## src/rtl/core/rmte_pkg.sv

```systemverilog
// Package with shared types, constants and the arctangent table for the Euler angle block.
package rmte_pkg;

   localparam int TableLen = 24;
   localparam int PreShift = 8;
   localparam int IsqrtStages = 16;
   localparam int CordicStagesDefault = 16;
   localparam int AngW = 20;
   localparam int VecW = 28;
   localparam logic signed [AngW-1:0] AngPi = 20'sd205887;
   localparam logic [14:0] SingularLimitReset = 15'd1;

   typedef struct packed {
      logic signed [15:0] m00;
      logic signed [15:0] m10;
      logic signed [15:0] m11;
      logic signed [15:0] m12;
      logic signed [15:0] m20;
      logic signed [15:0] m21;
      logic signed [15:0] m22;
   } req_word_type;

   typedef struct packed {
      logic signed [15:0] angle_x;
      logic signed [15:0] angle_y;
      logic signed [15:0] angle_z;
      logic               singular;
   } rsp_word_type;

   // One CORDIC vectoring lane in flight.
   typedef struct packed {
      logic signed [VecW-1:0] x;
      logic signed [VecW-1:0] y;
      logic signed [AngW-1:0] ang;
   } lane_type;

   function automatic logic signed [AngW-1:0] atan_entry(input int i);
      logic signed [AngW-1:0] r;
      begin
         unique case (i)
            0: r = 20'sd51472;
            1: r = 20'sd30385;
            2: r = 20'sd16055;
            3: r = 20'sd8150;
            4: r = 20'sd4091;
            5: r = 20'sd2047;
            6: r = 20'sd1024;
            7: r = 20'sd512;
            8: r = 20'sd256;
            9: r = 20'sd128;
            10: r = 20'sd64;
            11: r = 20'sd32;
            12: r = 20'sd16;
            13: r = 20'sd8;
            14: r = 20'sd4;
            15: r = 20'sd2;
            16: r = 20'sd1;
            default: r = '0;
         endcase
         return r;
      end
   endfunction

   // Q.16 angle to saturated Q3.13 with rounding.
   function automatic logic signed [15:0] to_q313(input logic signed [AngW-1:0] a);
      logic signed [AngW:0] t;
      begin
         t = (AngW+1)'(a) + (AngW+1)'(4);
         t = t >>> 3;
         if (t > 21'sd32767) return 16'sh7fff;
         else if (t < -21'sd32768) return 16'sh8000;
         else return t[15:0];
      end
   endfunction

   // Pre-rotation that brings a vector into the right half plane.
   function automatic lane_type cordic_prep(input logic signed [16:0] y,
                                            input logic signed [16:0] x);
      lane_type l;
      logic signed [17:0] xa;
      logic signed [17:0] ya;
      begin
         xa = 18'(x);
         ya = 18'(y);
         l.ang = '0;
         if (x < 0) begin
            l.ang = (y >= 0) ? AngPi : -AngPi;
            xa = -xa;
            ya = -ya;
         end
         l.x = VecW'(xa) <<< PreShift;
         l.y = VecW'(ya) <<< PreShift;
         return l;
      end
   endfunction

endpackage

```

## src/rtl/core/rmte_isqrt_cell.sv

```systemverilog
// One digit step of the restoring integer square root, registered.
module rmte_isqrt_cell #(
   parameter int Step = 0
) (
   input  logic        clock,
   input  logic [31:0] rem_in,
   input  logic [16:0] res_in,
   output logic [31:0] rem_ff,
   output logic [16:0] res_ff
);
   localparam int Sh = 2 * (rmte_pkg::IsqrtStages - 1 - Step);
   logic [33:0] trial;
   logic [33:0] bit_v;

   // With r the digits found so far and b the digit under test, adding 2^b to the
   // root r*2^(b+1) grows its square by r*2^(2b+2) + 2^(2b).
   always_comb begin
      bit_v = 34'd1 << Sh;
      trial = (34'(res_in) << (Sh + 2)) + bit_v;
   end

   // res holds the root digits found so far as a plain integer.
   always_ff @(posedge clock) begin
      if (34'(rem_in) >= trial) begin
         rem_ff <= 32'(34'(rem_in) - trial);
         res_ff <= (res_in << 1) | 17'd1;
      end else begin
         rem_ff <= rem_in;
         res_ff <= res_in << 1;
      end
   end
endmodule

```

## config.mk

```make
export PLATFORM = sky130hd
export DESIGN_NAME = rmte_isqrt_cell
export DESIGN_NICKNAME = d
export VERILOG_FILES = /design/src/rtl/core/rmte_pkg.sv /design/src/rtl/core/rmte_isqrt_cell.sv
export SDC_FILE = /design/constraint.sdc
export NUM_CORES = 1
export LEC_CHECK = 0
export ABC_AREA = 1
export BUFFER_PORTS_ARGS = -buffer_cell sky130_fd_sc_hd__buf_2
export CAP_MARGIN = 10
export CORE_MARGIN = 2
export CORE_UTILIZATION = 41
export CTS_CLUSTER_SIZE = 20
export DETAILED_ROUTE_END_ITERATION = 8
export GPL_TIMING_DRIVEN = 0
export PLACE_DENSITY = 0.84
export SLEW_MARGIN = 15
export SYNTH_ARGS = -nofsm -noshare
export SYNTH_HDL_FRONTEND = slang
export SYNTH_SLANG_ARGS = --single-unit
export TNS_END_PERCENT = 50
```

## constraint.sdc

```tcl
create_clock -name clock -period 1.65 [get_ports clock]
set_input_delay 0.33 -clock clock [delete_from_list [all_inputs] [get_ports clock]]
set_output_delay 0.33 -clock clock [all_outputs]
set_load 0.01 [all_outputs]
```

==> out/metrics.yaml <==
worstMarginPinSlew_ns: 0.129
rows: 20
wl_per_cell_um: 11.3
final.setup.tns_ns: 0
area.growth.synth_to_final_pct: 47.8
via_per_inst: 4.13
avgSynthCellArea_sq_um: 10.4
die-area_sq_mm: 0.00368
final_cell_mix: "buf_2 (97), dfxtp_1 (49), nor2_1 (39), nand2_1 (25), inv_1 (6)"
startpoint_type: "flop"
startpoint: "rem_ff[28]"
fin_crit_ns: 1.15
finalWirelength_um: 3120
status: "finished, final reports clean"
hold_path.class: "in -> reg"
layout_commonest_cell: "buf_2"
finalPower_w: 0.00220
die_w_um: 60.7
grt_usage_pct: 17.4
synth-seq-cells: 49
via_count: 1139
slew_viol_final: 0
cts_max_level: 2
boundaryPins: 99
drtAntennaViolNets: 0
timing.final.crit_share_pct: 69.4
synth.distinct_cells: 8
finalSetupViolations: 0
antenna_found_initial: 0
clock.fmax_mhz: 873
overflow: 0
tritoncts: "built"
max_stage_delay_ns: 0.35
fin_nets: 283
drive_above_1_share_pct: 46.1
netlist_instances: 127
leakage_nw: 0.997
core-area_sq_mm: 0.00305
power_density_mw_per_mm2: 1130
final_cells: 276
pwr-share-seq_pct: 57.4
maxCapViolations: 0
cp-end-kind: "output port"
grt_pass1_vias: 1094
grt_pass1_wl_um: 4520
p_sw_share_pct: 22.1
cts.sinks: 49
worst-path-buf-inv: 1
post-route-drc-count: 0
cp.required_ns: 1.32
crit_family: "flip-flops"
ys_seq_area_share_pct: 74.5
rsz0062_at_grt: "no"
crit_arrival_ns: 0.82
antenna_cells: 0
cpMaxStageDelayCell: "dfxtp_1"
critical_path_class: "reg -> out"
clockRootBuffer: "clkbuf_4"
p_switching_w: 0.000485
cts_setup_buffers: 0
synth_nets: 179
combPwrFrac_pct: 10.0
peakVddDrop_mv: 0.475
fillCellCount: 273
cts_buffer_depth: 2
syn_area_sq_mm: 0.00132
dp_hpwl_um: 2540
place_congestion: 0.752
p_int_w: 0.00171
fin_area_sq_mm: 0.00195
cts-resized-gates: 0
finalHoldViolCount: 0
dr.pass1.iters: 4
port_buffers: 97
crit_fanout: 1
initial_core_util_pct: 43.2
hp-start: "res_in[7]"
slew-limit-headroom_pct: 91.3
path_clk_slew_ns: 0.13
die_y_um: 60.7
placed_cells: 268
clockPowerShare_pct: 32.6
initialDrtViolationCount: 36
cts_buffers: 5
place_area_sq_mm: 0.00186
hold_buffers: 0
yosysWarnings: 0
path_cells: "buf_2"
grt_max_degree: 16
kinds of logic after synthesis:
family                   count (synthesis)  synth area share (%)
AO/OA/AOI/OAI                            1                 0.665
AND/OR/NAND/NOR                         69                  21.3
buffers and inverters                    6                  1.71
adder cells (fa/ha/maj)                  2                  1.90
flip-flops                              49                  74.5
synthesized netlist by cell type:
| cell | count | share of area [%] |
|---|---|---|
| nand2_1 | 25 | 7.1 |
| inv_1 | 6 | 1.7 |
| o21ai_2 | 1 | 0.66 |
| nor2_1 | 39 | 11 |
| nor2_8 | 1 | 1.5 |
| dfxtp_1 | 49 | 74 |
| ha_1 | 2 | 1.9 |
| nand3_1 | 4 | 1.5 |
state kept, by name, summed over array words and instances (netlist names):
signal and cells:
rem_ff 32, res_ff 17
per-layer routing:
layer	track usage [%]	part of all wire, %	vias up
li1	-	-	591
met3	6.18	11	7
met2	32.3	52	60
met5	0	0	-
met1	16.6	34	481
met4	9.63	2.2	0
per-stage QoR:
stage,hold WS [ns],util (%),setup slack (ns)
3_3_place_gp,0.432,60.9,0.336
4_1_cts,0.0646,63.8,0.480
2_1_floorplan,0.358,-,0.547
3_5_place_dp,0.434,60.9,0.337
6_report,0.0762,63.8,0.504
5_1_grt,0.0382,63.8,0.431
path summary, 6_finish.rpt:
kind | end | cells past startpoint
max | rem_ff[28] | 1
min | res_ff[8] | 1
layout make-up:
type	instances	area [sq um]	share of cell area [%]
clock inverter	2	37.5	1.93
timing repair buffer	97	485	24.9
inverter	6	22.5	1.16
tap	44	55.1	2.83
clock buffer	6	51.3	2.63
multi-input combinational	72	314	16.1
sequential	49	981	50.4
power by group through the flow:
stage	Sequential [W]	Clock, W	Combinational (W)
2_1_floorplan	0.00133	0	0.0000373
3_3_place_gp	0.00129	0	0.000214
3_5_place_dp	0.00129	0	0.000221
4_1_cts	0.00126	0.000736	0.000223
5_1_grt	0.00127	0.000785	0.000244
6_report	0.00126	0.000715	0.000219
Note: power is estimated with default switching activity, not from simulation.
