==> src/rtl/core/rmte_pkg.sv <==
// Package with shared types, constants and the arctangent table for the Euler angle block.
package rmte_pkg;

   localparam int TableLen = 24;
   localparam int PreShift = 8;
   localparam int IsqrtStages = 16;
   localparam int CordicStagesDefault = 16;
   localparam int AngW = 20;
   localparam int VecW = 28;
   localparam logic signed [AngW-1:0] AngPi = 20'sd205887;
   localparam logic [14:0] SingularLimitReset = 15'd1;

   typedef struct packed {
      logic signed [15:0] m00;
      logic signed [15:0] m10;
      logic signed [15:0] m11;
      logic signed [15:0] m12;
      logic signed [15:0] m20;
      logic signed [15:0] m21;
      logic signed [15:0] m22;
   } req_word_type;

   typedef struct packed {
      logic signed [15:0] angle_x;
      logic signed [15:0] angle_y;
      logic signed [15:0] angle_z;
      logic               singular;
   } rsp_word_type;

   // One CORDIC vectoring lane in flight.
   typedef struct packed {
      logic signed [VecW-1:0] x;
      logic signed [VecW-1:0] y;
      logic signed [AngW-1:0] ang;
   } lane_type;

   function automatic logic signed [AngW-1:0] atan_entry(input int i);
      logic signed [AngW-1:0] r;
      begin
         unique case (i)
            0: r = 20'sd51472;
            1: r = 20'sd30385;
            2: r = 20'sd16055;
            3: r = 20'sd8150;
            4: r = 20'sd4091;
            5: r = 20'sd2047;
            6: r = 20'sd1024;
            7: r = 20'sd512;
            8: r = 20'sd256;
            9: r = 20'sd128;
            10: r = 20'sd64;
            11: r = 20'sd32;
            12: r = 20'sd16;
            13: r = 20'sd8;
            14: r = 20'sd4;
            15: r = 20'sd2;
            16: r = 20'sd1;
            default: r = '0;
         endcase
         return r;
      end
   endfunction

   // Q.16 angle to saturated Q3.13 with rounding.
   function automatic logic signed [15:0] to_q313(input logic signed [AngW-1:0] a);
      logic signed [AngW:0] t;
      begin
         t = (AngW+1)'(a) + (AngW+1)'(4);
         t = t >>> 3;
         if (t > 21'sd32767) return 16'sh7fff;
         else if (t < -21'sd32768) return 16'sh8000;
         else return t[15:0];
      end
   endfunction

   // Pre-rotation that brings a vector into the right half plane.
   function automatic lane_type cordic_prep(input logic signed [16:0] y,
                                            input logic signed [16:0] x);
      lane_type l;
      logic signed [17:0] xa;
      logic signed [17:0] ya;
      begin
         xa = 18'(x);
         ya = 18'(y);
         l.ang = '0;
         if (x < 0) begin
            l.ang = (y >= 0) ? AngPi : -AngPi;
            xa = -xa;
            ya = -ya;
         end
         l.x = VecW'(xa) <<< PreShift;
         l.y = VecW'(ya) <<< PreShift;
         return l;
      end
   endfunction

endpackage

==> src/rtl/core/rmte_cordic_cell.sv <==
// One vectoring CORDIC micro-rotation on a lane, registered.
module rmte_cordic_cell #(
   parameter int Step = 0
) (
   input  logic                 clock,
   input  rmte_pkg::lane_type   lane_in,
   output rmte_pkg::lane_type   lane_ff
);
   localparam int Sh = (Step < rmte_pkg::TableLen) ? Step : rmte_pkg::TableLen - 1;
   localparam logic signed [rmte_pkg::AngW-1:0] Ang = rmte_pkg::atan_entry(Step);
   logic signed [rmte_pkg::VecW-1:0] xs;
   logic signed [rmte_pkg::VecW-1:0] ys;

   assign xs = lane_in.x >>> Sh;
   assign ys = lane_in.y >>> Sh;

   always_ff @(posedge clock) begin
      if (Step >= rmte_pkg::TableLen) begin
         lane_ff <= lane_in;
      end else if (lane_in.y >= 0) begin
         lane_ff.x   <= lane_in.x + ys;
         lane_ff.y   <= lane_in.y - xs;
         lane_ff.ang <= lane_in.ang + Ang;
      end else begin
         lane_ff.x   <= lane_in.x - ys;
         lane_ff.y   <= lane_in.y + xs;
         lane_ff.ang <= lane_in.ang - Ang;
      end
   end
endmodule

==> config.mk <==
export PLATFORM = sky130hd
export DESIGN_NAME = rmte_cordic_cell
export DESIGN_NICKNAME = d
export VERILOG_FILES = /design/src/rtl/core/rmte_pkg.sv /design/src/rtl/core/rmte_cordic_cell.sv
export SDC_FILE = /design/constraint.sdc
export NUM_CORES = 1
export LEC_CHECK = 0
export ABC_AREA = 1
export BUFFER_PORTS_ARGS = -buffer_cell sky130_fd_sc_hd__buf_2
export CAP_MARGIN = 40
export CORE_AREA = 2 2 131 120
export CTS_CLUSTER_SIZE = 24
export DETAILED_ROUTE_END_ITERATION = 7
export DIE_AREA = 0 0 133 122
export HOLD_SLACK_MARGIN = 0.08
export PLACE_DENSITY = 0.85
export SETUP_SLACK_MARGIN = 0.1
export SYNTH_ARGS = -nofsm -noshare
export SYNTH_HDL_FRONTEND = slang
export SYNTH_SLANG_ARGS = --single-unit
==> constraint.sdc <==
create_clock -name clock -period 2.2 [get_ports clock]
set_input_delay 0.11 -clock clock [delete_from_list [all_inputs] [get_ports clock]]
set_output_delay 0.11 -clock clock [all_outputs]
set_load 0.01 [all_outputs]
==> results of run 1 <==
## tightest hold or removal path, cell delays in order
cell and delay [ns]:
buf_2 0.12, nand2_1 0.06, nand2_1 0.05, nand2_1 0.05, nand2_1 0.05
## area by class of cell
type                            count  share of cell area
Multi-Input combinational cell   1101               0.583
Inverter                          259              0.0984
Clock buffer                        9              0.0228
Sequential cell                    75               0.152
Clock inverter                      7              0.0109
Tap cell                          202              0.0256
Timing Repair Buffer              190               0.108
## what timing repair did
action | 4_1_cts | 5_1_grt
hold endpoints to repair | 8 | 0
hold buffers | 7 | 0
endpoints found under the setup margin | 0 | 1
gates resized for setup | 0 | 1
## cell usage in the layout (no fill, tap or decap), drive strengths merged
cell type    Yosys  final
a31oi            2      2
clkinvlp         0      1
dlygate4sd3      0      7
o21ai           73     73
a21oi           90     90
nand3          140    140
nor2b            1      1
o31ai            1      1
nand3b           4      4
ha              85     85
xor2            27     27
and2             4      4
xnor2            4      4
bufinv           0      2
inv            259    263
o21bai          23     23
buf             31    183
mux2i            1      1
a21boi           1      1
o22ai            4      4
o21a             4      4
or2              3      3
clkbuf           9      9
a21o             2      2
nand2          472    472
o211ai           1      1
and3             2      2
nand4           25     25
nor3             6      6
fa               3      3
dfxtp           75     75
nor2           123    123
## logic make-up (layout without fill, tap and decap cells)
group	count (synthesis)	in the layout	share of synthesized area
buffers and inverters	299	465	0.142
muxes	1	1	0.00118
AOI/OAI and AO/OA	201	201	0.130
DFF	75	75	0.178
and+or+nand+nor	780	780	0.382
xor gates and xnor gates	31	31	0.0343
adders and majority gates	88	88	0.133
## routing by layer
layer	GRT usage	part of all wire	wire [µm]	vias to the layer above
met5	0	0	0	-
met4	0.139	0.037	1020	0
met2	0.559	0.44	12100	496
met3	0.0508	0.089	2430	95
li1	-	-	-	4941
met1	0.423	0.43	11700	4455
## per-stage QoR
stage	utilization	hold slack (ns)	cell area (µm²)	setup slack (ns)
after floorplan	-	0.138	8450	0.372
after global placement	0.631	0.212	9470	0.0269
after detailed placement	0.631	0.214	9470	0.00823
after CTS	0.658	0.112	9880	0.348
after global routing	0.658	0.150	9880	0.132
final	0.658	0.115	9880	0.266
## report_power, final
| group | internal, W | switching, W |
|---|---|---|
| sequential | 0.00160 | 0.0000620 |
| combinational | 0.000856 | 0.00156 |
| clock | 0.00102 | 0.000718 |
## path summary, 6_finish.rpt
check	slack, ns	cells after the start	to	startpoint
min	0.11	5	lane_ff[47]$_DFF_P_	lane_in[75]
max	0.27	14	lane_ff[72]$_DFF_P_	lane_in[20]
==> impl_metrics.csv, run 1 <==
group,metric,value,unit
grt,antenna_found_initial,0,
timing,worst_pin_slew,0.559,ns
timing,hold_viol,0,
timing,min_period_over_period,0.879,
critical_path,path_cells,"buf_2 > ha_1 > inv_1 > fa_1 > inv_1 > nand2_1 > a21oi_2 > nand2_1 > nand2_1 > nand2_1 > nand3_1 > nand2_1 > nand3_1 > nand2_1",
synthesis,syn_area,8450,µm²
critical_path,end_kind,"flop",
synthesis,synth_ff_type,"dfxtp_1",
placement,dp.cells,1820,
critical_path,crit_family,"simple AND/OR/NAND/NOR gates",
timing,rsz0062_at_grt,"no",
timing,setup_tns,0,ns
detailed_routing,drt-initial-drc-count,969,
synthesis,yosys.area.top_type,"nand2_1",
critical_path,cpMostUsedCell,"nand2_1",
floorplanning,core,15000,µm²
grt,grtUsageTotal,0.331,
detailed_routing,drc,6,
floorplanning,placementRows,43,
detailed_routing,wl_per_cell,14.8,µm
final_layout,multi_input_area,5750,µm²
timing,fmax,0.517,GHz
run_status,status,"complete, but fails checks",
clocking,post_cts_buffers,0,
synthesis,ys.warnings.count,0,
clocking,path_clk_slew,0.06,ns
synthesis,synth_common_cells,"nand2_1, inv_1, nand3_1",
clocking,h-tree-depth,3,
detailed_routing,dr.pass1.iters,8,
detailed_routing,vias,9987,
power_and_ir_drop,p_per_area,589,nW/µm²
floorplanning,dieArea,16200,µm²
final_layout,antenna_cells,0,
final_layout,ff_latch_area,1500,µm²
timing,max_slew_margin,0.623,
synthesis,synth.distinct_cells,40,
clocking,root_buffer,"clkbuf_16",
final_layout,largest_reg_flops,75,
synthesis,synth_top_area_share,0.209,
timing,setup_viol,0,
final_layout,reg_top3,"lane_ff (75)",
synthesis,ys_async_sr_fraction,0,
grt,grt_pass1_vias,8981,
run_status,violations,"DRC",
grt,grt_max_degree,40,
placement,io_buffers,152,
floorplanning,initial_utilization,0.563,
final_layout,areaGrowthSynthToFinish,16.8,%
synthesis,netlist_instances,1475,
floorplanning,die_w,133,µm
run,cap_violations,0,
floorplanning,die_h,122,µm
timing,period_minus_slack,1.93,ns
critical_path,worst-path-buf-inv,3,
placement,gp_congestion,1.01,
critical_path,crit_slowest_cell,"fa_1",
final_layout,stdcell_count,1843,
critical_path,worstSetupPathType,"in -> reg",
timing,drv_slew,0,
clocking,cts_tree,"built",
power_and_ir_drop,power.leakage,5.74,nW
power_and_ir_drop,p_total,0.00582,W
final_layout,fillers,1452,
synthesis,synth-edff-count,0,
detailed_routing,vias_per_cell,5.42,
final_layout,drive_gt1_frac,0.130,
worst_hold_path,holdCritPathClass,"in -> reg",
detailed_routing,drtAntennaViolNets,0,
final_layout,largest_register,"lane_ff",
placement,dp_hpwl,22400,µm
critical_path,crit_path_max_incr_delay,0.39,ns
synthesis,seq_area_frac_synth,0.178,
clocking,cts_buffer_depth,2,
synthesis,synth.area.top_cells,"nand2_1, dfxtp_1, ha_1, inv_1, nand3_1",
critical_path,critPathArrivalTime,2.18,ns
synthesis,yosysMostFrequentCell,"nand2_1",
grt,grt_overflow,0,
synthesis,synth-seq-cells,75,
power_and_ir_drop,vdd_drop_max,496,µV
critical_path,crit_fanout,4,
detailed_routing,finalWirelength,27300,µm
clocking,clock_sinks,75,
critical_path,crit_path_start_kind,"primary input",
grt,grt_pass1_wl,42500,µm
critical_path,critical_path_required,2.45,ns
synthesis,syn_avg_cell_area,5.73,µm²
synthesis,syn_nets,1640,
final_layout,nets,1801,
floorplanning,ios,153,
clocking,cts_made_buffers,9,
(Power assumes the default switching activity.)
==> run 2, diff against run 1 <==
ABC_AREA = unset   (was 1)
CORE_AREA = 2 2 118 109   (was 2 2 131 120)
DIE_AREA = 0 0 120 111   (was 0 0 133 122)
==> run 2 against run 1 <==
The flow now finishes without violations. Global-route usage rose by 0.15 points. Non-clock buffer count rose by 154. Maximum frequency down 11%. First-iteration DRC count shrank 2.8%. Largest cell class unchanged. Largest power group unchanged.
==> impl_metrics.csv, run 2 <==
group,metric,value,unit
run_status,status,"complete, no violations",
timing,drv_slew,0,
clocking,path_clk_slew,0.06,ns
worst_hold_path,holdCritPathClass,"in -> reg",
floorplanning,die_h,111,µm
floorplanning,die_w,120,µm
synthesis,synth_top_area_share,0.226,
synthesis,ys.warnings.count,0,
detailed_routing,vias_per_cell,5.84,
detailed_routing,wl_per_cell,18.2,µm
detailed_routing,vias,7751,
timing,rsz0062_at_grt,"yes",
critical_path,crit_fanout,2,
final_layout,antenna_cells,0,
synthesis,syn_nets,1011,
final_layout,layout_commonest_cell,"buf_4",
grt,grtUsageTotal,0.332,
placement,gp_congestion,1.01,
synthesis,synth-edff-count,0,
power_and_ir_drop,pwr-share-comb,0.451,
synthesis,yosysMostFrequentCell,"ha_1",
detailed_routing,drc,0,
grt,grt_pass1_vias,7409,
critical_path,crit_path_max_incr_delay,0.40,ns
critical_path,critical_path_required,2.44,ns
clocking,cts_made_buffers,9,
floorplanning,ios,153,
final_layout,reg_top3,"lane_ff (75)",
synthesis,yosys.area.top_type,"dfxtp_1",
detailed_routing,dr.pass1.iters,6,
detailed_routing,drt-initial-drc-count,942,
detailed_routing,finalWirelength,24200,µm
detailed_routing,routed-wl-met3,2350,µm
critical_path,worstSetupPathType,"in -> reg",
floorplanning,core,12200,µm²
clocking,cts_buffer_depth,2,
grt,grt_overflow,0,
detailed_routing,drtAntennaViolNets,0,
timing,holdWs,0.112,ns
detailed_routing,highest_layer,"met4",
clocking,clock_sinks,75,
power_and_ir_drop,clkPwrFrac,0.260,
timing,worst_pin_slew,0.607,ns
floorplanning,initial_utilization,0.542,
timing,hold_viol,0,
detailed_routing,wl_met1,9110,µm
power_and_ir_drop,power.leakage,4.75,nW
final_layout,largest_register,"lane_ff",
synthesis,synth_ff_type,"dfxtp_1",
placement,pre_cts_ws,-0.488,ns
synthesis,synth.distinct_cells,68,
power_and_ir_drop,p_int,0.00381,W
power_and_ir_drop,vdd_drop_max,443,µV
critical_path,crit_start,"lane_in[47]",
placement,dp_hpwl,16400,µm
timing,max_slew_margin,0.592,
floorplanning,dieArea,13300,µm²
placement,dp.cells,1281,
final_layout,largest_reg_flops,75,
critical_path,crit_path_start_kind,"primary input",
final_layout,stdcell_count,1327,
synthesis,seq_area_frac_synth,0.226,
timing,period_minus_slack,2.16,ns
clocking,h-tree-depth,3,
synthesis,synth-seq-cells,75,
critical_path,crit_slowest_cell,"a2111oi_4",
worst_hold_path,holdPathEnd,"lane_ff[6]$_DFF_P_",
floorplanning,placementRows,39,
final_layout,fillers,796,
power_and_ir_drop,seqPwrFrac,0.289,
synthesis,synth.area.top_cells,"dfxtp_1, ha_1, xnor2_1, a21oi_1, inv_1",
timing,layout_setup_ws,0.0394,ns
critical_path,end_kind,"flop",
worst_hold_path,whs_path_depth,2,
synthesis,ys_async_sr_fraction,0,
timing,setup_viol,0,
grt,grt_max_degree,50,
timing,fmax,0.463,GHz
final_layout,drive_gt1_frac,0.380,
power_and_ir_drop,p_per_area,618,nW/µm²
grt,antenna_found_initial,0,
grt,grt_pass1_wl,35500,µm
final_layout,nets,1323,
worst_hold_path,hold_path.startpoint,"lane_in[6]",
run,cap_violations,0,
clocking,cts_tree,"built",
synthesis,netlist_instances,846,
critical_path,path_cells,"buf_2 > xor2_1 > ha_2 > o31a_1 > o21ai_2 > nand2_1 > a2111oi_4 > nor3_2 > a21o_1 > a21oi_2 > mux2i_1 > xnor2_1",
final_layout,areaGrowthSynthToFinish,46.6,%
synthesis,syn_avg_cell_area,7.85,µm²
power_and_ir_drop,p_switching,0.00221,W
detailed_routing,met2_length,11500,µm
synthesis,synth_common_cells,"ha_1, inv_1, a21oi_1",
final_layout,layout_common_cells,"buf_4, buf_2, inv_1, dfxtp_1, ha_1",
power_and_ir_drop,netSwitchingFraction,0.367,
synthesis,syn_area,6640,µm²
clocking,root_buffer,"clkbuf_16",
critical_path,critPathArrivalTime,2.40,ns
timing,min_period_over_period,0.982,
placement,io_buffers,152,
[run 2: cell types whose count changed after synthesis, moves of 18 or more]
cell	delta
a21o_1	+23
xnor2_1	+42
nand4_1	-18
nand3_1	-117
nor2_1	-53
nand2_1	-430
inv_1	-171
[run 2: power groups by stage]
| stage | clock network [W] | registers [W] | logic (W) |
|---|---|---|---|
| floorplan | 0 | 0.00191 | 0.00116 |
| global placement | 0 | 0.00175 | 0.00232 |
| detailed placement | 0 | 0.00175 | 0.00236 |
| CTS | 0.00157 | 0.00173 | 0.00249 |
| global route | 0.00163 | 0.00176 | 0.00289 |
| finish | 0.00156 | 0.00174 | 0.00271 |
[run 2: what timing repair did]
item	4_1_cts	5_1_grt
resized for setup	25	86
endpoints found under the setup margin	21	33
setup buffers	11	6
hold buffers	16	0
hold endpoints to repair	16	0
pin swaps	15	33
[run 2: cell families (layout without fill, tap and decap cells)]
group                      Yosys count  after routing  synth area share
AOI/OAI and AO/OA                  265            265             0.263
adders and majority gates           88             88             0.169
and+or+nand+nor                    205            205             0.148
buffers and inverters              128            445            0.0775
DFF                                 75             75             0.226
xor gates and xnor gates            67             67            0.0884
muxes                               18             18            0.0271
[run 2: through the flow]
stage	power, W	area (µm²)	utilization	setup TNS [ns]
after floorplan	0.00307	6750	-	-0.701
after global placement	0.00406	8700	0.710	-7.95
after detailed placement	0.00412	8700	0.710	-9.87
after CTS	0.00578	9350	0.763	0
after global routing	0.00627	9730	0.794	-0.172
final	0.00601	9730	0.794	0
[run 2: area by class of cell]
type                            instances  area (µm²)  area share
Clock buffer                           11         243      0.0249
Clock inverter                          5        60.1     0.00617
Inverter                               85         334      0.0343
Multi-Input combinational cell        643        5090       0.523
Sequential cell                        75        1500       0.154
Tap cell                              164         205      0.0211
Timing Repair Buffer                  344        2290       0.236
[run 2: worst max path at each step]
stage	endpoint	slack, ns	depth (start not counted)
6_report	lane_ff[18]$_DFF_P_	0.04	12
5_1_grt	lane_ff[18]$_DFF_P_	-0.06	12
4_1_cts	lane_ff[74]$_DFF_P_	0.07	13
3_5_place_dp	lane_ff[46]$_DFF_P_	-0.49	13
3_3_place_gp	lane_ff[74]$_DFF_P_	-0.38	13
2_1_floorplan	lane_ff[18]$_DFF_P_	-0.46	15
[run 2: per-layer routing]
metal / vias up / track usage
met2: 536 / 0.577
met5: - / 0
met4: 0 / 0.132
met3: 118 / 0.0746
met1: 3530 / 0.394
li1: 3567 / -
[run 2: critical path: cells and delay by family]
family          cells  cell delay, ns
compound gates      5            1.19
xor+xnor            2            0.27
fa+ha+maj           1            0.19
buf+inv             1            0.12
mux                 1            0.24
simple gates        2            0.28
